[src/hdl/pcdc_pkg.sv]
// types and constants for the pid controller with dynamic integrator clamping
// used by pid_controller_dynamic_clamp_top; no other dependencies
package pcdc_pkg;

	localparam int GAIN_W = 16;
	localparam int PERIOD_W = 16;
	localparam int INT_W = 40;
	localparam int CFG_IDX_W = 3;

	localparam logic [CFG_IDX_W-1:0] REG_KP = 3'd0;
	localparam logic [CFG_IDX_W-1:0] REG_KI = 3'd1;
	localparam logic [CFG_IDX_W-1:0] REG_KD = 3'd2;
	localparam logic [CFG_IDX_W-1:0] REG_OUT_MIN = 3'd3;
	localparam logic [CFG_IDX_W-1:0] REG_OUT_MAX = 3'd4;
	localparam logic [CFG_IDX_W-1:0] REG_SAMPLE_PERIOD = 3'd5;

	localparam logic signed [GAIN_W-1:0] KP_RESET = 16'sd256;
	localparam logic [PERIOD_W-1:0] PERIOD_ONE = 16'd1;

	typedef enum logic [3:0] {
		ST_IDLE,
		ST_MUL_P,
		ST_MUL_I,
		ST_LIMIT,
		ST_INTEG,
		ST_MUL_D,
		ST_DIV,
		ST_SUM,
		ST_OUT
	} state_t;

endpackage

[src/hdl/pid_controller_dynamic_clamp_top.sv]
// pid controller with dynamic integrator clamping, one shared multiplier and divider
// depends on pcdc_pkg
//
// usage:
//   s_* input stream, one beat per sample: setpoint in the low DATA_WIDTH bits of
//   s_tdata, measurement above it. m_* output stream, one beat per sample with the
//   drive value in the low bits of m_tdata. cfg_* writes one gain or limit register
//   per beat (index 0 kp, 1 ki, 2 kd, 3 out_min, 4 out_max, 5 sample_period);
//   cfg_ready is always high; the user must keep writes to idle, the block does not.
// timing:
//   a sample runs from its input beat to its output beat through the p and i products
//   on the shared 16 x (DATA_WIDTH + 2)-bit multiplier, limit and integrator update,
//   the d product, then the restoring divider for the derivative term at one quotient
//   bit per cycle over DATA_WIDTH + 18 bits, sum and output clamp.
//   s_tready is high only in idle, so one sample is in work at a time; the next
//   sample may enter while the previous output beat still waits on m_tready.
//   a stalled receiver holds the finished result, and the block then waits before
//   loading the next result into the output register.
// reset:
//   arst_n clears the integrator, the previous error and measurement, the output
//   valid and loads the register defaults (kp 1.0, ki 0, kd 0, full output range,
//   sample_period 1).
module pid_controller_dynamic_clamp_top #(
	parameter int DATA_WIDTH = 16,
	parameter int GAIN_FRAC_BITS = 8
) (
	input  logic clk,
	input  logic arst_n,
	input  logic s_tvalid,
	output logic s_tready,
	// setpoint, measurement
	input  logic [((2*DATA_WIDTH+7)/8)*8-1:0] s_tdata,
	output logic m_tvalid,
	input  logic m_tready,
	// drive
	output logic [((DATA_WIDTH+7)/8)*8-1:0] m_tdata,
	input  logic cfg_valid,
	output logic cfg_ready,
	input  logic [pcdc_pkg::CFG_IDX_W-1:0] cfg_index,
	input  logic [((DATA_WIDTH > 16) ? DATA_WIDTH : 16)-1:0] cfg_data
);

	localparam int GW = pcdc_pkg::GAIN_W;
	localparam int PERW = pcdc_pkg::PERIOD_W;
	localparam int IW = pcdc_pkg::INT_W;
	localparam int EW = DATA_WIDTH + 1;
	localparam int BW = DATA_WIDTH + 2;
	localparam int PW = GW + BW;
	localparam int LW = PW + 1;
	localparam int CW = ((IW > LW) ? IW : LW) + 1;
	localparam int SW = CW + 2;
	localparam int CNT_W = $clog2(PW + 1);

	localparam logic signed [CW-1:0] INT_MAX_C = {{(CW-IW+1){1'b0}}, {(IW-1){1'b1}}};
	localparam logic signed [CW-1:0] INT_MIN_C = ~INT_MAX_C;

	pcdc_pkg::state_t state_q, state_d;

	logic signed [GW-1:0] kp_q, ki_q, kd_q;
	logic signed [DATA_WIDTH-1:0] out_min_q, out_max_q;
	logic [PERW-1:0] period_q;

	logic signed [IW-1:0] integ_q;
	logic signed [EW-1:0] prev_error_q;
	logic signed [DATA_WIDTH-1:0] prev_meas_q;

	logic signed [EW-1:0] err_q, dmeas_q;
	logic signed [PW-1:0] p_q, ip_q;
	logic signed [CW-1:0] upper_q, lower_q, cand_q;
	logic [PERW-1:0] div_rem_q;
	logic [PW-1:0] div_quo_q;
	logic div_neg_q;
	logic [CNT_W-1:0] div_cnt_q;
	logic signed [SW-1:0] sum_q;
	logic signed [DATA_WIDTH-1:0] drive_q;
	logic m_valid_q;

	logic signed [DATA_WIDTH-1:0] sp_in, meas_in;
	logic in_beat, out_load;
	logic signed [GW-1:0] mul_a;
	logic signed [BW-1:0] mul_b;
	logic signed [PW-1:0] mul_prod;
	logic [PERW-1:0] per_eff;
	logic [PERW:0] div_shift, div_diff;
	logic div_ge;
	logic signed [CW-1:0] omax_s, omin_s, p_c, integ_c, integ_sel;
	logic signed [IW-1:0] integ_sat;
	logic signed [SW-1:0] d_ext, y_full, y_hi, y_clamp;

	assign sp_in = s_tdata[DATA_WIDTH-1:0];
	assign meas_in = s_tdata[2*DATA_WIDTH-1:DATA_WIDTH];
	assign s_tready = (state_q == pcdc_pkg::ST_IDLE);
	assign in_beat = s_tvalid && s_tready;
	assign cfg_ready = 1'b1;
	assign m_tvalid = m_valid_q;
	assign out_load = (state_q == pcdc_pkg::ST_OUT) && (!m_valid_q || m_tready);

	always_comb begin
		m_tdata = '0;
		m_tdata[DATA_WIDTH-1:0] = drive_q;
	end

	// shared multiplier operand select
	always_comb begin
		unique case (state_q)
			pcdc_pkg::ST_MUL_I: begin
				mul_a = ki_q;
				mul_b = BW'(err_q) + BW'(prev_error_q);
			end
			pcdc_pkg::ST_MUL_D: begin
				mul_a = kd_q;
				mul_b = BW'(dmeas_q);
			end
			default: begin
				mul_a = kp_q;
				mul_b = BW'(err_q);
			end
		endcase
	end
	assign mul_prod = mul_a * mul_b;

	// restoring divider step
	assign per_eff = (period_q == '0) ? pcdc_pkg::PERIOD_ONE : period_q;
	assign div_shift = {div_rem_q, div_quo_q[PW-1]};
	assign div_diff = div_shift - {1'b0, per_eff};
	assign div_ge = (div_shift >= {1'b0, per_eff});

	// integrator limits and saturation
	assign omax_s = CW'(out_max_q) <<< GAIN_FRAC_BITS;
	assign omin_s = CW'(out_min_q) <<< GAIN_FRAC_BITS;
	assign p_c = CW'(p_q);
	assign integ_c = CW'(integ_q);

	always_comb begin
		priority if (integ_c > upper_q) begin
			integ_sel = upper_q;
		end else if (integ_c < lower_q) begin
			integ_sel = lower_q;
		end else begin
			integ_sel = cand_q;
		end
		priority if (integ_sel > INT_MAX_C) begin
			integ_sat = INT_MAX_C[IW-1:0];
		end else if (integ_sel < INT_MIN_C) begin
			integ_sat = INT_MIN_C[IW-1:0];
		end else begin
			integ_sat = integ_sel[IW-1:0];
		end
	end

	// derivative sign restore, output shift and clamp
	always_comb begin
		d_ext = SW'({1'b0, div_quo_q});
		if (div_neg_q) begin
			d_ext = -d_ext;
		end
		y_full = sum_q >>> GAIN_FRAC_BITS;
		y_hi = (SW'(out_max_q) < y_full) ? SW'(out_max_q) : y_full;
		y_clamp = (SW'(out_min_q) > y_hi) ? SW'(out_min_q) : y_hi;
	end

	// sequencer
	always_comb begin
		state_d = state_q;
		unique case (state_q)
			pcdc_pkg::ST_IDLE: begin
				if (in_beat) begin
					state_d = pcdc_pkg::ST_MUL_P;
				end
			end
			pcdc_pkg::ST_MUL_P: state_d = pcdc_pkg::ST_MUL_I;
			pcdc_pkg::ST_MUL_I: state_d = pcdc_pkg::ST_LIMIT;
			pcdc_pkg::ST_LIMIT: state_d = pcdc_pkg::ST_INTEG;
			pcdc_pkg::ST_INTEG: state_d = pcdc_pkg::ST_MUL_D;
			pcdc_pkg::ST_MUL_D: state_d = pcdc_pkg::ST_DIV;
			pcdc_pkg::ST_DIV: begin
				if (div_cnt_q == CNT_W'(PW - 1)) begin
					state_d = pcdc_pkg::ST_SUM;
				end
			end
			pcdc_pkg::ST_SUM: state_d = pcdc_pkg::ST_OUT;
			pcdc_pkg::ST_OUT: begin
				if (out_load) begin
					state_d = pcdc_pkg::ST_IDLE;
				end
			end
			default: state_d = pcdc_pkg::ST_IDLE;
		endcase
	end

	always_ff @(posedge clk or negedge arst_n) begin
		if (!arst_n) begin
			state_q <= pcdc_pkg::ST_IDLE;
		end else begin
			state_q <= state_d;
		end
	end

	// control, configuration and loop state
	always_ff @(posedge clk or negedge arst_n) begin
		if (!arst_n) begin
			kp_q <= pcdc_pkg::KP_RESET;
			ki_q <= '0;
			kd_q <= '0;
			out_min_q <= {1'b1, {(DATA_WIDTH-1){1'b0}}};
			out_max_q <= {1'b0, {(DATA_WIDTH-1){1'b1}}};
			period_q <= pcdc_pkg::PERIOD_ONE;
			integ_q <= '0;
			prev_error_q <= '0;
			prev_meas_q <= '0;
			div_cnt_q <= '0;
			m_valid_q <= 1'b0;
		end else begin
			if (cfg_valid && cfg_ready) begin
				unique case (cfg_index)
					pcdc_pkg::REG_KP: kp_q <= cfg_data[GW-1:0];
					pcdc_pkg::REG_KI: ki_q <= cfg_data[GW-1:0];
					pcdc_pkg::REG_KD: kd_q <= cfg_data[GW-1:0];
					pcdc_pkg::REG_OUT_MIN: out_min_q <= cfg_data[DATA_WIDTH-1:0];
					pcdc_pkg::REG_OUT_MAX: out_max_q <= cfg_data[DATA_WIDTH-1:0];
					pcdc_pkg::REG_SAMPLE_PERIOD: period_q <= cfg_data[PERW-1:0];
					default: ;
				endcase
			end
			if (in_beat) begin
				prev_meas_q <= meas_in;
			end
			if (state_q == pcdc_pkg::ST_MUL_I) begin
				prev_error_q <= err_q;
			end
			if (state_q == pcdc_pkg::ST_INTEG) begin
				integ_q <= integ_sat;
			end
			if (state_q == pcdc_pkg::ST_MUL_D) begin
				div_cnt_q <= '0;
			end else if (state_q == pcdc_pkg::ST_DIV) begin
				div_cnt_q <= div_cnt_q + 1'b1;
			end
			if (out_load) begin
				m_valid_q <= 1'b1;
			end else if (m_tready) begin
				m_valid_q <= 1'b0;
			end
		end
	end

	// datapath registers
	always_ff @(posedge clk) begin
		if (in_beat) begin
			err_q <= EW'(sp_in) - EW'(meas_in);
			dmeas_q <= EW'(meas_in) - EW'(prev_meas_q);
		end
		if (state_q == pcdc_pkg::ST_MUL_P) begin
			p_q <= mul_prod;
		end
		if (state_q == pcdc_pkg::ST_MUL_I) begin
			ip_q <= mul_prod;
		end
		if (state_q == pcdc_pkg::ST_LIMIT) begin
			upper_q <= (omax_s > p_c) ? omax_s - p_c : '0;
			lower_q <= (omin_s < p_c) ? omin_s - p_c : '0;
			cand_q <= integ_c + CW'(ip_q);
		end
		if (state_q == pcdc_pkg::ST_MUL_D) begin
			div_neg_q <= mul_prod[PW-1];
			div_quo_q <= mul_prod[PW-1] ? PW'(-mul_prod) : PW'(mul_prod);
			div_rem_q <= '0;
		end else if (state_q == pcdc_pkg::ST_DIV) begin
			div_rem_q <= div_ge ? div_diff[PERW-1:0] : div_shift[PERW-1:0];
			div_quo_q <= {div_quo_q[PW-2:0], div_ge};
		end
		if (state_q == pcdc_pkg::ST_SUM) begin
			sum_q <= SW'(p_q) + SW'(integ_q) + d_ext;
		end
		if (out_load) begin
			drive_q <= y_clamp[DATA_WIDTH-1:0];
		end
	end

`ifndef SYNTHESIS
	a_beat_starts_work: assert property (@(posedge clk) disable iff (!arst_n)
		in_beat |=> state_q == pcdc_pkg::ST_MUL_P)
		else $error("accepted beat did not start the sequencer");

	a_div_count: assert property (@(posedge clk) disable iff (!arst_n)
		state_q == pcdc_pkg::ST_DIV |-> div_cnt_q < CNT_W'(PW))
		else $error("divider step count overran");

	a_div_remainder: assert property (@(posedge clk) disable iff (!arst_n)
		state_q == pcdc_pkg::ST_DIV |-> div_rem_q < per_eff)
		else $error("divider remainder not below divisor");

	a_valid_from_out: assert property (@(posedge clk) disable iff (!arst_n)
		$rose(m_valid_q) |-> $past(state_q == pcdc_pkg::ST_OUT))
		else $error("output valid raised outside the output step");

	a_drive_in_range: assert property (@(posedge clk) disable iff (!arst_n)
		m_valid_q && (out_min_q <= out_max_q) |->
			(drive_q >= out_min_q) && (drive_q <= out_max_q))
		else $error("drive outside configured limits");
`endif

endmodule

[config.mk]
export PLATFORM = sky130hd
export DESIGN_NAME = pid_controller_dynamic_clamp_top
export DESIGN_NICKNAME = d
export VERILOG_FILES = /design/src/hdl/pcdc_pkg.sv /design/src/hdl/pid_controller_dynamic_clamp_top.sv
export SDC_FILE = /design/constraint.sdc
export NUM_CORES = 2
export LEC_CHECK = 0
export ABC_AREA = 1
export BUFFER_PORTS_ARGS = -buffer_cell sky130_fd_sc_hd__buf_2
export CAP_MARGIN = 10
export CORE_ASPECT_RATIO = 1.25
export CORE_MARGIN = 1
export CORE_UTILIZATION = 61
export DETAILED_ROUTE_END_ITERATION = 8
export HOLD_SLACK_MARGIN = 0.1
export PLACE_DENSITY_LB_ADDON = 0.05
export SYNTH_ARGS = -nofsm -noshare
export SYNTH_HDL_FRONTEND = slang
export SYNTH_SLANG_ARGS = --single-unit
[constraint.sdc]
create_clock -name clk -period 19 [get_ports clk]
set_clock_uncertainty 0.15 [all_clocks]
set_input_delay 2.85 -clock clk [delete_from_list [all_inputs] [get_ports clk]]
set_output_delay 2.85 -clock clk [all_outputs]
set_load 0.02 [all_outputs]
==> out/metrics.cfg <==
[status]
status=completed

[drt]
wl_um=156000
met2_length_um=75700
avgRoutedWirePerCell_um=21.1
wl_met3_um=9330
first_pass_iters=7
wl_met1_um=55900
top_layer=met5
vias=42500
remaining_drc_errors=0
first_iter_violations=3541
viasPerCell=5.74
ant_nets=0

[min_path]
hp-class=reg -> reg
worst_hold_startpoint=div_rem_q[15]
min_delay_worst_endpoint=div_rem_q[15]
hold_depth=2

[critical_path]
max_stage_delay_ns=0.79
path_class=reg -> reg
rr_endpoint=div_quo_q[25]
crit_slowest_cell=clkinv_1
cp-end-kind=register
worstRegToRegCells=41
r2r_setup_slack_ns=8.51
worstPathMaxFanout=37
crit_top_cell=nand2_1
crit_required_ns=19.21
startpoint_type=register
r2r-start=state_q[1]
worst_ep_arrival_time_ns=10.71

[cts]
cts_hold_buffers=0
worstSkewPairLatency_ns=0.65
path_clk_slew_ns=0.07
ctsRootBufferMaster=clkbuf_16
cts_tree=done
htreeDepth=2
post_cts_buffers=0
cts_buffers=53
ctsResizeCount=0
clock_sinks=495
clk_path_buf_depth=3

[floorplanning]
die-area_mm2=0.0809
num_io_pins=75
chipWidth_um=255
die_h_um=318
start_util_pct=61.7
fp-row-count=115
core_area_mm2=0.0789

[yosys]
ys_seq_area_share_pct=28.4
synth_seq_cells=495
syn_avg_cell_area_um2=7.79
async_reset_ff_share_pct=36.4
yosys-top-cells-count=nand2_1 (1439), inv_1 (1148), nor2_1 (574)
synth_area_leaders=edfxtp_1 (18%), fa_1 (14%), ha_1 (11%)
synth_ff_type=edfxtp_1
synth_area_mm2=0.0487
synth_most_common_cell=nand2_1
synth_cell_type_count=71
synth_area_leader_cell=edfxtp_1
synth_edf_count=299
synth_top_cell_area_share_pct=18.4
syn_inst=6251
yosys_warnings=0
synth.net_count=7078

[timing]
setup_viol=0
timing.fmax_mhz=95.3
tightest_slew_ns=1.16
fin_crit_sh_pct=55.2
finalCriticalPeriod_ns=10.49
setup_tns_ns=0
maxSlewViolCount=0
rsz0062_at_grt=no
finalHoldViolations=0
slew_headroom_pct=22.5

[global_routing]
overflow=0
grt_pass1_wl_um=239000
grt_antenna_before_repair=4
grt_max_degree=82
grt_pass1_vias=42800
track_usage_pct=39.3

[final_layout]
multi_input_area_mm2=0.0299
seq_area_mm2=0.0138
drive_above_1_share_pct=5.11
fin_nets=7127
fillers=7075
area_delta_synth_final_pct=7.00

[place]
dp_hpwl_um=125000
io_buffers=73
gp_congestion=1.02

[job]
drv_cap=0

state kept, by name (all words and copies together), names as in the netlist, 4 cells and up:
signal and flops:
p_q 34, ip_q 34, prev_meas_q 16, kd_q 16
ki_q 16, integ_q 40, err_q 17, sum_q 35
lower_q 35, upper_q 35, kp_q 16, div_quo_q 34
cand_q 41, m_tdata 16, out_max_q 16, div_cnt_q 6
period_q 16, div_rem_q 16, out_min_q 16, prev_error_q 17
state_q 4, dmeas_q 17
per-layer routing:
| metal | vias to the layer above | track usage [%] |
|---|---|---|
| met4 | 2 | 31.6 |
| met2 | 1648 | 67.5 |
| met1 | 20000 | 43.0 |
| li1 | 20100 | - |
| met3 | 632 | 5.43 |
| met5 | - | 0 |
through the flow:
step / cell area, µm² / hold WS (ns) / utilization, % / cells / worst slack, ns
final: 52100 / 0.322 / 66.0 / 7399 / 8.51
after global routing: 52100 / 0.346 / 66.0 / 7399 / 7.98
after floorplan: 48700 / 0.296 / - / 6251 / 11.04
after CTS: 52100 / 0.322 / 66.0 / 7398 / 8.59
after detailed placement: 50100 / 0.311 / 63.6 / 7298 / 8.66
after global placement: 50100 / 0.309 / 63.6 / 7298 / 8.61
cell usage in the layout, fill, tap and decap left out, types with 32 or more instances in the layout:
master,netlist,routed
ha_1,441,441
a21oi_1,431,431
clkbuf_16,0,55
o21ai_0,319,319
xnor2_1,75,75
buf_2,40,72
inv_1,1148,1148
nor2_1,574,570
nand3_1,258,258
nand4_1,59,59
nor3_1,53,52
fa_1,330,330
a31oi_1,32,32
xor2_1,156,156
nand2_1,1439,1438
dfrtp_1,162,162
buf_4,5,39
edfxtp_1,299,299
layout make-up:
| cell class | instances | share of cell area [%] |
|---|---|---|
| Clock buffer | 72 | 2.92 |
| Timing Repair Buffer | 112 | 1.28 |
| Antenna cell | 1 | 0.00481 |
| Clock inverter | 28 | 0.798 |
| Tap cell | 1053 | 2.53 |
| Sequential cell | 495 | 26.5 |
| Inverter | 1170 | 8.43 |
| Multi-Input combinational cell | 4468 | 57.5 |
worst max path at each step:
stage | startpoint | to | slack [ns]
final | state_q[1] | div_quo_q[25] | 8.51
after global routing | state_q[1] | div_quo_q[30] | 7.98
after CTS | state_q[1] | div_quo_q[25] | 8.59
after detailed placement | state_q[1] | div_quo_q[28] | 8.66
after global placement | state_q[1] | div_quo_q[28] | 8.61
after floorplan | err_q[1] | div_quo_q[32] | 11.04
critical path, delay by kind of cell (launching register included):
family          cells  cell delay, ns
fa+ha+maj           7            3.25
compound gates      2            0.96
simple gates       20            3.03
flops               1            0.43
buf+inv            12            2.33
cells by family after synthesis:
kind of cell,count (synthesis),synth area share (%)
simple gates,2485,21.0
flops,495,28.4
fa+ha+maj,771,24.9
xor+xnor,235,4.31
other cells,1,0.00771
compound gates,976,11.2
buf+inv,1288,10.2
Power is left out: the tool's default activity adds up to more than one toggle a clock period on the data nets, which glitch-free logic cannot reach.
